$ cat config.mk
export PLATFORM = sky130hd
export DESIGN_NAME = lea128_rk_store
export DESIGN_NICKNAME = d
export VERILOG_FILES = /design/src/rtl/core/lea128_pkg.sv /design/src/rtl/core/lea128_rk_store.sv
export SDC_FILE = /design/constraint.sdc
export NUM_CORES = 2
export LEC_CHECK = 0
export ABC_AREA = 1
export BUFFER_PORTS_ARGS = -buffer_cell sky130_fd_sc_hd__buf_2
export CORE_ASPECT_RATIO = 0.7
export CORE_MARGIN = 2
export CORE_UTILIZATION = 35
export DETAILED_ROUTE_END_ITERATION = 10
export HOLD_SLACK_MARGIN = 0.06
export PLACE_DENSITY_LB_ADDON = 0.2
export SKIP_LAST_GASP = 1
export SYNTH_ARGS = -nofsm -noshare
export SYNTH_HDL_FRONTEND = slang
export SYNTH_SLANG_ARGS = --single-unit
$ cat constraint.sdc
create_clock -name clk -period 7.4 [get_ports clk]
set_clock_uncertainty 0.1 [all_clocks]
set_input_delay 0.74 -clock clk [delete_from_list [all_inputs] [get_ports clk]]
set_output_delay 0.74 -clock clk [all_outputs]
set_load 0.005 [all_outputs]
$ cat src/rtl/core/lea128_pkg.sv
`default_nettype none

package lea128_pkg;

  localparam int ROUNDS    = 24;
  localparam int RND_W     = (ROUNDS > 1) ? $clog2(ROUNDS) : 1;
  localparam int WORD_W    = 32;
  localparam int HALF_W    = 64;
  localparam int CFG_IDX_W = 8;

  typedef logic [RND_W-1:0]         rnd_t;
  typedef logic [WORD_W-1:0]        word_t;
  typedef logic [3:0][WORD_W-1:0]   quad_t;

  localparam rnd_t LAST_RND = rnd_t'(ROUNDS - 1);

  localparam word_t DELTA [4] = '{
    32'hc3efe9db, 32'h44626b02, 32'h79e27c8a, 32'h78df30ec
  };

  typedef enum logic [CFG_IDX_W-1:0] {
    REG_KEY_WORD_0 = 8'd0,
    REG_KEY_WORD_1 = 8'd1,
    REG_KEY_WORD_2 = 8'd2,
    REG_KEY_WORD_3 = 8'd3
  } reg_idx_t;

  typedef enum logic [2:0] {
    ST_IDLE,
    ST_KEYGEN,
    ST_PRIME,
    ST_RUN,
    ST_HOLD
  } state_t;

  typedef struct packed {
    logic  en;
    rnd_t  addr;
    quad_t data;
  } rk_wr_t;

  typedef struct packed {
    logic busy;
    logic ready;
  } ks_stat_t;

  function automatic word_t rotl(word_t w, logic [4:0] r);
    logic [2*WORD_W-1:0] d;
    d = {w, w} << r;
    return d[2*WORD_W-1:WORD_W];
  endfunction

  function automatic word_t rotr(word_t w, logic [4:0] r);
    logic [2*WORD_W-1:0] d;
    d = {w, w} >> r;
    return d[WORD_W-1:0];
  endfunction

  function automatic quad_t fwd_round(quad_t x, quad_t k);
    quad_t y;
    y[0] = rotl((x[0] ^ k[0]) + (x[1] ^ k[1]), 5'd9);
    y[1] = rotr((x[1] ^ k[2]) + (x[2] ^ k[1]), 5'd5);
    y[2] = rotr((x[2] ^ k[3]) + (x[3] ^ k[1]), 5'd3);
    y[3] = x[0];
    return y;
  endfunction

  function automatic quad_t inv_round(quad_t y, quad_t k);
    quad_t x;
    x[0] = y[3];
    x[1] = (rotr(y[0], 5'd9) - (x[0] ^ k[0])) ^ k[1];
    x[2] = (rotl(y[1], 5'd5) - (x[1] ^ k[2])) ^ k[1];
    x[3] = (rotl(y[2], 5'd3) - (x[2] ^ k[3])) ^ k[1];
    return x;
  endfunction

endpackage

`default_nettype wire

$ cat src/rtl/core/lea128_rk_store.sv
`default_nettype none

module lea128_rk_store (
  input  logic               clk,
  input  lea128_pkg::rk_wr_t wr,
  input  lea128_pkg::rnd_t   rd_addr,
  output lea128_pkg::quad_t  rd_data
);
  import lea128_pkg::*;

  quad_t mem [ROUNDS];
  quad_t rd_data_r;

  always_ff @(posedge clk) begin
    if (wr.en) begin
      mem[wr.addr] <= wr.data;
    end
    rd_data_r <= mem[rd_addr];
  end

  assign rd_data = rd_data_r;

endmodule

`default_nettype wire

==> flow_results.xml <==
<?xml version="1.0" encoding="UTF-8"?>
<metrics>
  <group name="finish">
    <metric name="drive_gt1_frac" unit="">0.0740</metric>
    <metric name="area_delta_synth_final" unit="%">12.5</metric>
    <metric name="fin_util" unit="">0.396</metric>
    <metric name="finish.net_count" unit="">11779</metric>
    <metric name="design_area" unit="um^2">147000</metric>
    <metric name="multi_input_area" unit="um^2">27100</metric>
    <metric name="fillers" unit="">35081</metric>
    <metric name="seq_area" unit="um^2">94800</metric>
    <metric name="post_route_insts_no_fill" unit="">16813</metric>
  </group>
  <group name="placed_design">
    <metric name="placement_stage_cell_area" unit="um^2">137000</metric>
    <metric name="globalplace.congestion" unit="">0.747</metric>
    <metric name="port_buffers" unit="">267</metric>
    <metric name="dpl.hpwl" unit="um">176000</metric>
    <metric name="placement.setup.worst_slack" unit="ps">3340</metric>
    <metric name="placed_cells_incl_taps" unit="">16233</metric>
  </group>
  <group name="worst_hold_path">
    <metric name="min_path_type" unit="">primary input to flip-flop</metric>
    <metric name="hold_path_cell_cnt" unit="">1</metric>
    <metric name="worstHoldEndpoint" unit="">mem[2][28]</metric>
    <metric name="hold_path.startpoint" unit="">wr[28]</metric>
  </group>
  <group name="floorplan">
    <metric name="floorplan.initialDensity" unit="">0.352</metric>
    <metric name="chipHeight" unit="um">515</metric>
    <metric name="die_w" unit="um">734</metric>
    <metric name="pin_count" unit="">268</metric>
    <metric name="die_area" unit="um^2">378000</metric>
    <metric name="fp.coreArea" unit="um^2">371000</metric>
    <metric name="std_cell_rows" unit="">187</metric>
  </group>
  <group name="clocking">
    <metric name="cts.sink_count" unit="">3200</metric>
    <metric name="total_of_cells_resized_after_clock_tree_synthesis" unit="">0</metric>
    <metric name="cts_root_buffer" unit="">clkbuf_16</metric>
    <metric name="cts.repair_timing.setup_buffer_count" unit="">0</metric>
    <metric name="htree_levels" unit="">5</metric>
    <metric name="cts_hold_buffers" unit="">0</metric>
    <metric name="clk-insertion-delay-late" unit="ps">880</metric>
    <metric name="clock_tree.buffer_depth" unit="">4</metric>
    <metric name="cts.clk_slew.worst_paths" unit="ps">70</metric>
    <metric name="cts_tree" unit="">yes</metric>
    <metric name="cts-buffers-inserted" unit="">318</metric>
  </group>
  <group name="sta">
    <metric name="finalHoldViolations" unit="">0</metric>
    <metric name="min_period_over_period" unit="">0.438</metric>
    <metric name="worstMarginPinSlew" unit="ps">1370</metric>
    <metric name="fmax" unit="GHz">0.309</metric>
    <metric name="setup-violations-final" unit="">0</metric>
    <metric name="finalWorstSetupSlack" unit="ps">4160</metric>
    <metric name="timing.max_slew.rel_slack" unit="">0.0881</metric>
    <metric name="rsz0062_at_grt" unit="">false</metric>
    <metric name="slew_violations" unit="">0</metric>
    <metric name="finalWorstPathRequiredPeriod" unit="ps">3240</metric>
    <metric name="setup-tns-final" unit="ps">0</metric>
  </group>
  <group name="pwr">
    <metric name="power_per_cell_area" unit="nW/um^2">261</metric>
    <metric name="ir_worst_vdd" unit="V">0.000159</metric>
    <metric name="leakage" unit="nW">57.0</metric>
  </group>
  <group name="setup_path">
    <metric name="critical_path.endpoint_type" unit="">flip-flop</metric>
    <metric name="r2r_end" unit="">rd_data[48]</metric>
    <metric name="timing.critical_path.from_type" unit="">primary input</metric>
    <metric name="reg2reg_slack" unit="ps">5920</metric>
    <metric name="timing.setup.critical_path_class" unit="">primary input to flip-flop</metric>
    <metric name="ff2ff_path_depth" unit="">8</metric>
    <metric name="critPathArrivalTime" unit="ps">3940</metric>
    <metric name="timing.critical_path.required" unit="ps">8110</metric>
    <metric name="crit-reg2reg-launch" unit="">mem[10][48]</metric>
    <metric name="worstPathMaxFanout" unit="">82</metric>
  </group>
  <group name="route">
    <metric name="drc" unit="">0</metric>
    <metric name="first_iter_violations" unit="">8063</metric>
    <metric name="total_via_count_in_the_routed_design" unit="">84005</metric>
    <metric name="dr.pass1.iters" unit="">5</metric>
    <metric name="avg_wl_per_cell" unit="um">23.2</metric>
    <metric name="routed_via_density" unit="">5.00</metric>
    <metric name="route.antenna.remaining_nets" unit="">0</metric>
    <metric name="finalWirelength" unit="um">390000</metric>
  </group>
  <group name="global_routing">
    <metric name="grt_overflow" unit="">0</metric>
    <metric name="first_global_vias" unit="">80493</metric>
    <metric name="grt_start_max_net_pins" unit="">259</metric>
    <metric name="grt_first_pass_wirelength" unit="um">564000</metric>
    <metric name="aggregate_global_route_resource_usage" unit="">0.202</metric>
    <metric name="grt_antenna_before_repair" unit="">57</metric>
  </group>
  <group name="yosys">
    <metric name="number_of_storage_elements_in_the_synthesis_netlist" unit="">3200</metric>
    <metric name="synth-seq-area-share" unit="">0.726</metric>
    <metric name="synth_warnings" unit="">0</metric>
    <metric name="netlist_area" unit="um^2">131000</metric>
    <metric name="netlist.area_leader.share" unit="">0.707</metric>
    <metric name="synth.distinct_cells" unit="">18</metric>
    <metric name="synth_area_leaders" unit="">edfxtp_1 (71%), nand2_1 (8.5%), nand3_1 (6.4%), inv_1 (4.4%), nor2_1 (2.3%)</metric>
    <metric name="synthesis.area_per_instance" unit="um^2">11.3</metric>
    <metric name="synth_top_area_cell" unit="">edfxtp_1</metric>
    <metric name="mappedNetlistNets" unit="">11716</metric>
    <metric name="cells_after_synthesis" unit="">11576</metric>
  </group>
  <group name="flow_run">
    <metric name="max_cap_violations" unit="">0</metric>
  </group>
  <group name="run_status">
    <metric name="outcome" unit="">finished, final reports clean</metric>
  </group>
</metrics>
[stage by stage]
step                hold slack, ps  total power [W]
detailed placement             491           0.0228
floorplan                      461           0.0218
global placement               480           0.0228
finish                         179           0.0384
global route                   153           0.0397
CTS                           93.4           0.0388
[critical path: stages]
cell	delay, ps
buf_8	500
buf_4	910
buf_4	950
o21ai_0	220
o211ai_1	260
nand3_1	110
nand2_1	110
[registers in the layout, indices dropped and copies added (netlist names)]
register,count
rd_data,128
mem,3072
[cells by family (layout without fill, tap and decap cells)]
| group | Yosys count | in the layout | share of synthesized area |
|---|---|---|---|
| AO/OA/AOI/OAI | 768 | 768 | 0.0343 |
| buffers and inverters | 2197 | 2510 | 0.0678 |
| flip-flops | 3200 | 3200 | 0.726 |
| other | 0 | 10 | 0 |
| AND/OR/NAND/NOR | 5411 | 5411 | 0.172 |
[power by group]
part | internal (W) | switching (W)
Combinational | 0.000558 | 0.00161
Clock | 0.00901 | 0.00693
Sequential | 0.0201 | 0.000133
Total | 0.0297 | 0.00867
[synthesized netlist by cell type]
cell and count:
nand2_1 2945, dfxtp_1 128, o211ai_1 256, nor2_1 793, buf_6 11, buf_2 289, nand3_1 1672, o21ai_0 330
buf_4 42, o21ai_1 182, edfxtp_1 3072, nand3b_1 1, inv_1 1542, clkinv_1 1, clkbuf_1 261, inv_2 1
buf_1 49, inv_4 1
[metal layers]
metal,vias up,routed length [um],part of all wire,global-route usage
met5,-,250,0.00064,0
met4,44,8250,0.021,0.0423
met3,606,26900,0.069,0.0362
met2,2608,180000,0.46,0.330
met1,41862,174000,0.45,0.281
li1,38885,-,-,-
[final cells by class]
type / instances / area share
flip-flops and latches: 3200 / 0.646
multi-input cells: 6179 / 0.184
clock inverters: 145 / 0.00807
diodes: 10 / 0.000170
clock buffers: 425 / 0.0603
repair buffers: 395 / 0.0197
inverters: 1545 / 0.0398
well taps: 4914 / 0.0419
[how the worst max path moves through the flow]
stage,slack (ps),from,cells after the start,endpoint
after CTS,4280,rd_addr[1],7,rd_data[53]
after detailed placement,3340,rd_addr[1],7,rd_data[53]
final,4160,rd_addr[1],7,rd_data[53]
after global placement,3360,rd_addr[1],9,rd_data[66]
after global routing,3990,rd_addr[1],7,rd_data[53]
after floorplan,350,wr[129],3,mem[21][0]
[layout by cell type, fill, tap and decap left out, types with 58 or more instances in the layout]
cell,Yosys,layout
o211ai_1,256,256
nor2_1,793,769
edfxtp_1,3072,3072
clkinv_2,0,58
o21ai_1,182,182
nand2_1,2945,2945
clkbuf_1,261,67
inv_1,1542,1540
dfxtp_1,128,128
o21ai_0,330,330
buf_2,289,262
nand3_1,1672,1672
buf_4,42,84
clkbuf_16,0,327
(Power assumes the default switching activity.)
