`config.mk`:
```
export PLATFORM = sky130hd
export DESIGN_NAME = lea128_key_sched_flat
export DESIGN_NICKNAME = d
export VERILOG_FILES = /design/src/rtl/core/lea128_pkg.sv /design/src/rtl/core/lea128_if.sv /design/src/rtl/core/lea128_key_sched.sv /design/src/flat_wrapper.sv
export SDC_FILE = /design/constraint.sdc
export NUM_CORES = 1
export LEC_CHECK = 0
export BUFFER_PORTS_ARGS = -buffer_cell sky130_fd_sc_hd__buf_4
export CORE_MARGIN = 2
export CORE_UTILIZATION = 35
export DETAILED_ROUTE_END_ITERATION = 8
export PLACE_DENSITY_LB_ADDON = 0.1
export SYNTH_ARGS = -nofsm -noshare
export SYNTH_HDL_FRONTEND = slang
export SYNTH_SLANG_ARGS = --single-unit
```
`constraint.sdc`:
```
create_clock -name clk -period 7.03 [get_ports clk]
set_input_delay 1.0545 -clock clk [delete_from_list [all_inputs] [get_ports clk]]
set_output_delay 1.0545 -clock clk [all_outputs]
set_load 0.1 [all_outputs]
```
`src/rtl/core/lea128_pkg.sv`:
```
`default_nettype none

package lea128_pkg;

  localparam int ROUNDS    = 24;
  localparam int RND_W     = (ROUNDS > 1) ? $clog2(ROUNDS) : 1;
  localparam int WORD_W    = 32;
  localparam int HALF_W    = 64;
  localparam int CFG_IDX_W = 8;

  typedef logic [RND_W-1:0]         rnd_t;
  typedef logic [WORD_W-1:0]        word_t;
  typedef logic [3:0][WORD_W-1:0]   quad_t;

  localparam rnd_t LAST_RND = rnd_t'(ROUNDS - 1);

  localparam word_t DELTA [4] = '{
    32'hc3efe9db, 32'h44626b02, 32'h79e27c8a, 32'h78df30ec
  };

  typedef enum logic [CFG_IDX_W-1:0] {
    REG_KEY_WORD_0 = 8'd0,
    REG_KEY_WORD_1 = 8'd1,
    REG_KEY_WORD_2 = 8'd2,
    REG_KEY_WORD_3 = 8'd3
  } reg_idx_t;

  typedef enum logic [2:0] {
    ST_IDLE,
    ST_KEYGEN,
    ST_PRIME,
    ST_RUN,
    ST_HOLD
  } state_t;

  typedef struct packed {
    logic  en;
    rnd_t  addr;
    quad_t data;
  } rk_wr_t;

  typedef struct packed {
    logic busy;
    logic ready;
  } ks_stat_t;

  function automatic word_t rotl(word_t w, logic [4:0] r);
    logic [2*WORD_W-1:0] d;
    d = {w, w} << r;
    return d[2*WORD_W-1:WORD_W];
  endfunction

  function automatic word_t rotr(word_t w, logic [4:0] r);
    logic [2*WORD_W-1:0] d;
    d = {w, w} >> r;
    return d[WORD_W-1:0];
  endfunction

  function automatic quad_t fwd_round(quad_t x, quad_t k);
    quad_t y;
    y[0] = rotl((x[0] ^ k[0]) + (x[1] ^ k[1]), 5'd9);
    y[1] = rotr((x[1] ^ k[2]) + (x[2] ^ k[1]), 5'd5);
    y[2] = rotr((x[2] ^ k[3]) + (x[3] ^ k[1]), 5'd3);
    y[3] = x[0];
    return y;
  endfunction

  function automatic quad_t inv_round(quad_t y, quad_t k);
    quad_t x;
    x[0] = y[3];
    x[1] = (rotr(y[0], 5'd9) - (x[0] ^ k[0])) ^ k[1];
    x[2] = (rotl(y[1], 5'd5) - (x[1] ^ k[2])) ^ k[1];
    x[3] = (rotl(y[2], 5'd3) - (x[2] ^ k[3])) ^ k[1];
    return x;
  endfunction

endpackage

`default_nettype wire

```
`src/rtl/core/lea128_if.sv`:
```
`default_nettype none

interface lea128_cfg_if;
  logic                                valid;
  logic                                ready;
  logic [lea128_pkg::CFG_IDX_W-1:0]    index;
  logic [lea128_pkg::WORD_W-1:0]       data;

  modport source (output valid, output index, output data, input ready);
  modport sink   (input valid, input index, input data, output ready);
endinterface


`default_nettype wire

```
`src/rtl/core/lea128_key_sched.sv`:
```
`default_nettype none

module lea128_key_sched (
  input  logic                 clk,
  input  logic                 rst_n,
  lea128_cfg_if.sink           cfg_ch,
  input  logic                 start,
  output lea128_pkg::ks_stat_t stat,
  output lea128_pkg::rk_wr_t   rk_wr
);
  import lea128_pkg::*;

  quad_t key_r;
  quad_t t_r, t_nxt;
  rnd_t  cnt_r;
  logic  busy_r;
  logic  ready_r;
  word_t dsel;
  logic  [4:0] amt;
  logic  cfg_beat;

  assign cfg_ch.ready = 1'b1;
  assign cfg_beat     = cfg_ch.valid && cfg_ch.ready;

  // delta rotated by the round number plus lane
  always_comb begin
    dsel = DELTA[2'(cnt_r)];
    amt  = 5'(cnt_r);
    t_nxt[0] = rotl(t_r[0] + rotl(dsel, amt),         5'd1);
    t_nxt[1] = rotl(t_r[1] + rotl(dsel, amt + 5'd1),  5'd3);
    t_nxt[2] = rotl(t_r[2] + rotl(dsel, amt + 5'd2),  5'd6);
    t_nxt[3] = rotl(t_r[3] + rotl(dsel, amt + 5'd3),  5'd11);
  end

  always_ff @(posedge clk) begin
    if (!rst_n) begin
      key_r   <= '0;
      busy_r  <= 1'b0;
      ready_r <= 1'b0;
      cnt_r   <= '0;
    end else begin
      if (cfg_beat) begin
        case (cfg_ch.index)
          REG_KEY_WORD_0: key_r[0] <= cfg_ch.data;
          REG_KEY_WORD_1: key_r[1] <= cfg_ch.data;
          REG_KEY_WORD_2: key_r[2] <= cfg_ch.data;
          REG_KEY_WORD_3: key_r[3] <= cfg_ch.data;
          default: ;
        endcase
        ready_r <= (cfg_ch.index inside {REG_KEY_WORD_0, REG_KEY_WORD_1,
                                         REG_KEY_WORD_2, REG_KEY_WORD_3})
                   ? 1'b0 : ready_r;
      end else if (start) begin
        busy_r <= 1'b1;
        cnt_r  <= '0;
      end else if (busy_r) begin
        cnt_r <= cnt_r + rnd_t'(1);
        if (cnt_r == LAST_RND) begin
          busy_r  <= 1'b0;
          ready_r <= 1'b1;
        end
      end
    end
  end

  always_ff @(posedge clk) begin
    if (start) begin
      t_r <= key_r;
    end else if (busy_r) begin
      t_r <= t_nxt;
    end
  end

  assign rk_wr.en   = busy_r;
  assign rk_wr.addr = cnt_r;
  assign rk_wr.data = t_nxt;

  assign stat.busy  = busy_r;
  assign stat.ready = ready_r;

endmodule

`default_nettype wire

```
`src/flat_wrapper.sv`:
```
// flat-port wrapper written by rule: the top's interface ports become plain ports
module lea128_key_sched_flat import lea128_pkg::*;
  (clk, rst_n, start, stat, rk_wr, cfg_ch_valid, cfg_ch_index, cfg_ch_data, cfg_ch_ready);
  lea128_cfg_if cfg_ch_i ();
  input  logic clk;
  input  logic rst_n;
  input  logic start;
  output lea128_pkg::ks_stat_t stat;
  output lea128_pkg::rk_wr_t rk_wr;
  input wire logic [$bits(cfg_ch_i.valid)-1:0] cfg_ch_valid;
  input wire logic [$bits(cfg_ch_i.index)-1:0] cfg_ch_index;
  input wire logic [$bits(cfg_ch_i.data)-1:0] cfg_ch_data;
  output wire logic [$bits(cfg_ch_i.ready)-1:0] cfg_ch_ready;
  assign cfg_ch_i.valid = cfg_ch_valid;
  assign cfg_ch_i.index = cfg_ch_index;
  assign cfg_ch_i.data = cfg_ch_data;
  assign cfg_ch_ready = cfg_ch_i.ready;
  lea128_key_sched u_core (.clk(clk), .rst_n(rst_n), .cfg_ch(cfg_ch_i), .start(start), .stat(stat), .rk_wr(rk_wr));
endmodule
```
==> results of run 1 <==
repair_timing:
item                                    CTS  global route
endpoints found under the hold margin     0             0
gates cloned                              0             0
buffers inserted                          3            14
pin swaps                                 0             4
resized for setup                        20            50
hold buffers                              0             0
endpoints found under the setup margin   25            37
cell families (layout without fill, tap and decap cells):
kind of cell    Yosys count  after routing  synth area share, %
simple gates            871            871                 17.1
compound gates          855            855                 23.9
flops                   263            263                 30.6
buf+inv                 241            372                 4.30
mux                     193            193                 10.0
fa+ha+maj               148            148                 8.75
xor+xnor                130            130                 5.32
other cells               1              1               0.0175
cell type report:
class	count	area, µm²	share of cell area [%]
multi-input cells	2198	14700	57.5
flip-flops and latches	263	6560	25.7
repair buffers	257	1970	7.72
clock buffers	46	1040	4.07
well taps	782	978	3.83
inverters	53	216	0.847
clock inverters	16	88.8	0.348
metal layers:
layer  GRT usage [%]  vias to the layer above  part of all wire (%)
met1            38.1                    10070                    46
met3            3.18                      102                   5.0
met2            44.8                      627                    46
li1                -                     9881                     -
met4            6.85                        0                   2.5
met5               0                        -                     0
registers in the layout, summed over array words and instances, names as in the netlist:
name	cells
u_core.t_r	128
u_core.busy_r	1
u_core.amt	5
u_core.ready_r	1
u_core.key_r	128
synth_stat cells (21+ instances only):
| library cell | number | area, µm² |
|---|---|---|
| o21a_1 | 21 | 158 |
| nand3_1 | 29 | 145 |
| nand2_1 | 492 | 1850 |
| a211oi_1 | 21 | 158 |
| o21ai_0 | 174 | 871 |
| buf_1 | 27 | 101 |
| clkbuf_1 | 157 | 589 |
| xor2_1 | 47 | 412 |
| xnor2_1 | 83 | 727 |
| dfxtp_1 | 135 | 2700 |
| edfxtp_1 | 128 | 3840 |
| mux2i_1 | 64 | 641 |
| mux2_2 | 123 | 1390 |
| nor3_1 | 23 | 115 |
| a21o_1 | 82 | 616 |
| inv_1 | 47 | 176 |
| ha_1 | 140 | 1750 |
| a31oi_1 | 32 | 200 |
| a21oi_1 | 369 | 1850 |
| nor2_1 | 208 | 781 |
worst reg2reg max path, stage by stage (launching register included):
cell        delay, ns
dfxtp_4          0.46
clkinvlp_4       0.21
ha_1             0.39
buf_4            0.27
clkinvlp_4       0.22
buf_4            0.22
a31oi_1          0.16
a31oi_1          0.16
o21ai_1          0.25
a21oi_1          0.11
ha_1             0.31
a211oi_1         0.33
o21ai_1          0.16
a31oi_1          0.33
nor2_1           0.11
a31o_2           0.28
a221o_1          0.37
a221oi_1         0.36
xnor2_1          0.18
mux2_2           0.28
power by group through the flow:
stage / Sequential, W / Clock, W / Combinational, W
after floorplan: 0.00197 / 0 / 0.00585
after global placement: 0.00202 / 0 / 0.00744
after detailed placement: 0.00202 / 0 / 0.00743
after CTS: 0.00199 / 0.00183 / 0.00748
after global routing: 0.00200 / 0.00187 / 0.00786
final: 0.00199 / 0.00178 / 0.00755
metrics by stage:
| stage | hold slack [ns] | power [W] | cell area (µm²) | TNS (ns) |
|---|---|---|---|---|
| final | 0.448 | 0.0113 | 25600 | 0 |
| after global routing | 0.464 | 0.0117 | 25600 | -0.130 |
| after CTS | 0.451 | 0.0113 | 25200 | -0.0308 |
| after detailed placement | 0.442 | 0.00945 | 24000 | 0 |
| after global placement | 0.435 | 0.00946 | 24000 | 0 |
| after floorplan | 0.428 | 0.00782 | 21800 | -0.140 |
worst max-delay path by stage:
stage / depth (start not counted) / slack, ns / end
after floorplan: 20 / -0.08 / rk_wr[69]
after global placement: 20 / 0.26 / rk_wr[105]
after detailed placement: 20 / 0.15 / rk_wr[105]
after CTS: 21 / -0.03 / rk_wr[63]
after global routing: 21 / -0.05 / rk_wr[63]
final: 19 / 0.19 / rk_wr[94]
==> flow_metrics.py, run 1 <==
metrics = {
    "sta": {
        "hold_violations": 0,
        "max-slew-margin-rel_pct": 26.4,
        "min_period_ns": 6.84,
        "finalMaxSlewViolations": 0,
        "finalSetupViolCount": 0,
        "worst_slack_ns": 0.192,
        "finClkSkew_ns": 0.0252,
        "finalCritPeriodShare_pct": 97.3,
        "worst_pin_slew_ns": 1.10,
        "timing.fmax_mhz": 146,
    },
    "power": {
        "p_sw_share_pct": 57.4,
        "leakage_nw": 10.3,
        "power_density_nw_per_um2": 443,
        "combinationalPowerShare_pct": 66.7,
        "power_switching_w": 0.00650,
        "internal_power_w": 0.00482,
        "ir_drop_v": 0.000458,
        "seqPwrFrac_pct": 17.6,
        "clkPwrFrac_pct": 15.7,
    },
    "critical_path": {
        "worstReg2RegStart": "u_core.amt[1]",
        "setup.worst_path.start": "u_core.amt[1]",
        "end_kind": "output port",
        "path_common_cell": "o31a_1",
        "max_stage_delay_ns": 0.46,
        "critPathSlowestCell": "dfxtp_4",
        "cp_data_arrival_time_ns": 5.78,
        "path_buf_inv": 2,
        "cp_max_fo": 15,
        "reg2reg_slack_ns": 1.61,
        "r2r-end": "u_core.t_r[60]",
        "critPathKind": "register to output port",
        "worst_setup_path_start_kind": "register",
        "cp_top_family": "compound AO/OA/AOI/OAI gates",
        "required_ns": 5.98,
        "crit_path_cell_trace": "ha_2 > nand2b_1 > and2_1 > buf_4 > nor2_1 > or3_1 > o21ai_1 > mux2i_1 > ha_1 > nor2b_1 > o31a_1 > o31a_1 > a311o_1 > o211ai_4 > a22oi_1 > a221o_1 > a21oi_2 > xnor2_4 > buf_6",
        "r2r_cells": 19,
    },
    "yosys": {
        "ys.warnings.count": 0,
        "synth_flop_cell": "dfxtp_1",
        "syn_avg_cell_area_um2": 7.92,
        "ys_async_sr_fraction_pct": 0,
        "synthCells": 2702,
        "synth-seq-cells": 263,
        "ys_seq_area_share_pct": 30.6,
        "ys_types": 78,
        "synth.net_count": 2890,
        "synth_edf_count": 128,
        "syn_area_um2": 21400,
    },
    "min_path": {
        "hold_path_startpoint": "u_core.key_r[18]",
        "min_path_cells": 2,
        "hold-path-endpoint": "u_core.key_r[18]",
        "hold_class": "register to register",
    },
    "placement": {
        "port_buffers": 179,
        "placed_cells": 3536,
        "post-place-ws_ns": 0.153,
        "gp_congestion": 0.912,
        "dp_hpwl_mm": 65.0,
    },
    "floorplan": {
        "rows": 90,
        "io_pins": 181,
        "dieArea_um2": 63100,
        "die_h_um": 251,
        "core_um2": 60400,
        "die-width_um": 251,
        "initial_core_util_pct": 35.4,
    },
    "cts": {
        "cts.sinks": 263,
        "root_buffer": "clkbuf_16",
        "clkTransAtPathRegs_ns": 0.06,
        "cts_buffers": 34,
        "cts_tree": "yes",
        "insertion_delay_ns": 0.56,
        "h-tree-depth": 2,
        "cts_buffer_depth": 3,
    },
    "route": {
        "wl_mm": 88.5,
        "ant_nets": 0,
        "drt-initial-drc-count": 1828,
        "firstDrtPassIters": 5,
        "vias_per_cell": 5.72,
        "vias": 20680,
        "wire_per_inst_um": 24.5,
        "drc_errors": 0,
    },
    "layout": {
        "final_common_cell": "nand2_1",
        "final_cell_mix": "nand2_1, a21oi_1, buf_4, nor2_1, o21ai_0",
        "drive_gt1_share_pct": 20.2,
        "diodes": 0,
        "fill_cells": 6206,
        "area_growth_pct": 19.5,
        "stdcell_count": 3615,
        "fin_nets": 2995,
        "post-route-util_pct": 42.3,
    },
    "global_routing": {
        "grt_pass1_wl_mm": 129,
        "antenna_found_initial": 3,
        "gr-total-overflow": 0,
        "grt_start_max_net_pins": 87,
        "grt_usage_pct": 27.3,
        "grt_pass1_vias": 19540,
    },
    "run_status": {
        "outcome": "finished clean",
    },
    "flow_run": {
        "maxCapViolations": 0,
    },
}
No activity file was read; power rests on OpenSTA's default activity.
==> inputs of run 2 (changes only) <==
Settings changed: CORE_UTILIZATION 35 to 62, MAX_ROUTING_LAYER set to met4, SKIP_CTS_REPAIR_TIMING set to 1.
==> run 2 against run 1 <==
  * Sequential power hardly changed
  * Combinational power is 1% lower
  * Largest power group unchanged
  * Register-to-register slack better by 0.05 ns
  * Largest cell class unchanged
  * Hold slack gained 0.0010 ns
  * Highest routed layer unchanged
==> flow_metrics.py, run 2 (same netlist as run 1, synthesis figures left out) <==
metrics = {
    "critical_path": {
        "end_kind": "output port",
        "critPathSlowestCell": "mux4_2",
        "crit_path_cell_trace": "inv_1 > ha_1 > buf_4 > nand2_1 > nand2_1 > o21ai_0 > mux4_2 > o21ai_0 > ha_1 > nor2b_1 > o31a_1 > o311ai_1 > a21oi_1 > o21ai_2 > o211ai_1 > a21oi_1 > xnor2_2 > buf_4",
        "cp_max_fo": 34,
        "max_stage_delay_ns": 0.53,
        "cp_data_arrival_time_ns": 5.82,
        "critPathKind": "register to output port",
        "worst_setup_path_start_kind": "register",
        "required_ns": 5.98,
    },
    "global_routing": {
        "grt_pass1_wl_mm": 117,
        "antenna_found_initial": 6,
        "grt-busiest-layer": "met2",
        "gr-total-overflow": 0,
        "grt_start_max_net_pins": 100,
        "grt_pass1_vias": 20218,
        "met3_usage_pct": 9.74,
        "grt_usage_pct": 43.3,
        "grtUsageMet1_pct": 54.2,
        "grtUsageMet2_pct": 65.2,
    },
    "layout": {
        "fill_cells": 2537,
        "area_growth_pct": 16.4,
        "regArea_um2": 6560,
        "final_cell_mix": "nand2_1, a21oi_1, buf_4, nor2_1, o21ai_0",
        "final_common_cell": "nand2_1",
        "design_area_um2": 24900,
        "drive_gt1_share_pct": 19.2,
        "multi_input_area_um2": 14600,
        "fin_nets": 2981,
    },
    "power": {
        "p_total_w": 0.0111,
        "leakage_nw": 10.1,
        "ir_drop_v": 0.000754,
        "power_density_nw_per_um2": 444,
    },
    "sta": {
        "timing.fmax_mhz": 145,
        "min_period_ns": 6.88,
        "max-slew-margin-rel_pct": 11.2,
        "hold_violations": 0,
        "finalSetupViolCount": 0,
        "finalCritPeriodShare_pct": 97.8,
        "finalMaxSlewViolations": 0,
        "worst_pin_slew_ns": 1.33,
        "finClkSkew_ns": 0.0220,
        "rsz0062_at_grt": "yes",
    },
    "cts": {
        "cts_buffers": 28,
        "clkTransAtPathRegs_ns": 0.07,
        "cts_tree": "yes",
        "insertion_delay_ns": 0.60,
        "cts_buffer_depth": 3,
        "h-tree-depth": 1,
        "cts.sinks": 263,
        "root_buffer": "clkbuf_16",
    },
    "route": {
        "drt-initial-drc-count": 2372,
        "vias_per_cell": 6.62,
        "vias": 21668,
        "wl_mm": 77.9,
        "ant_nets": 0,
        "drc_errors": 0,
        "wire_per_inst_um": 23.8,
        "firstDrtPassIters": 7,
    },
    "placement": {
        "port_buffers": 179,
        "gp_congestion": 1.10,
        "postPlaceCellArea_um2": 23700,
        "dp_hpwl_mm": 56.9,
    },
    "floorplan": {
        "io_pins": 181,
        "dieArea_um2": 36000,
        "die_h_um": 190,
        "core_um2": 34300,
        "die-width_um": 190,
        "rows": 68,
        "initial_core_util_pct": 62.4,
    },
    "run_status": {
        "outcome": "finished clean",
    },
    "flow_run": {
        "maxCapViolations": 0,
    },
    "min_path": {
        "hold_class": "register to register",
    },
}
==> run 2: worst paths after layout <==
path	slack [ns]	cells past startpoint	to	start
worst max-delay path	0.15	18	rk_wr[31]	u_core.amt[1]
worst min-delay path	0.45	2	u_core.key_r[17]	u_core.key_r[17]
worst max register to register	1.66	19	u_core.t_r[104]	u_core.amt[1]
worst min register to register	0.45	2	u_core.key_r[17]	u_core.key_r[17]
==> run 2: cell type report <==
type                            count  share of cell area, %
Clock buffer                       37                   3.16
Inverter                           53                  0.825
Multi-Input combinational cell   2199                   58.8
Antenna cell                        6                 0.0603
Clock inverter                     14                  0.809
Sequential cell                   263                   26.4
Timing Repair Buffer              248                   7.67
Tap cell                          455                   2.29
==> run 2: through the flow <==
step	worst slack [ns]	hold slack [ns]	TNS (ns)	std cells	utilization [%]
2_1_floorplan	-0.0822	0.428	-0.140	2702	-
3_3_place_gp	0.634	0.434	0	3214	69.0
3_5_place_dp	0.536	0.443	0	3214	69.0
4_1_cts	-0.136	0.451	-0.556	3265	71.9
5_1_grt	-0.0329	0.468	-0.102	3274	72.6
6_report	0.152	0.449	0	3275	72.6
==> run 2: critical path: cells and delay by family, from the launching register on <==
family / cells / cell delay, ns
AOI/OAI and AO/OA: 8 / 2.09
xor gates and xnor gates: 1 / 0.17
muxes: 1 / 0.53
adders and majority gates: 2 / 0.49
and+or+nand+nor: 3 / 0.65
buffers and inverters: 3 / 0.87
DFF: 1 / 0.41
==> run 2: per-layer routing <==
metal  vias to the layer above  part of all wire [%]
li1                       9866                     -
met1                     10208                    38
met2                      1340                    44
met3                       254                    11
met4                         0                   6.5
met5                         -                     0
==> run 2: report_power, final <==
group,total [W],internal [W],switching [W]
Combinational,0.00745,0.00185,0.00559
Sequential,0.00199,0.00189,0.000101
Clock,0.00162,0.000939,0.000679
Total,0.0111,0.00468,0.00637
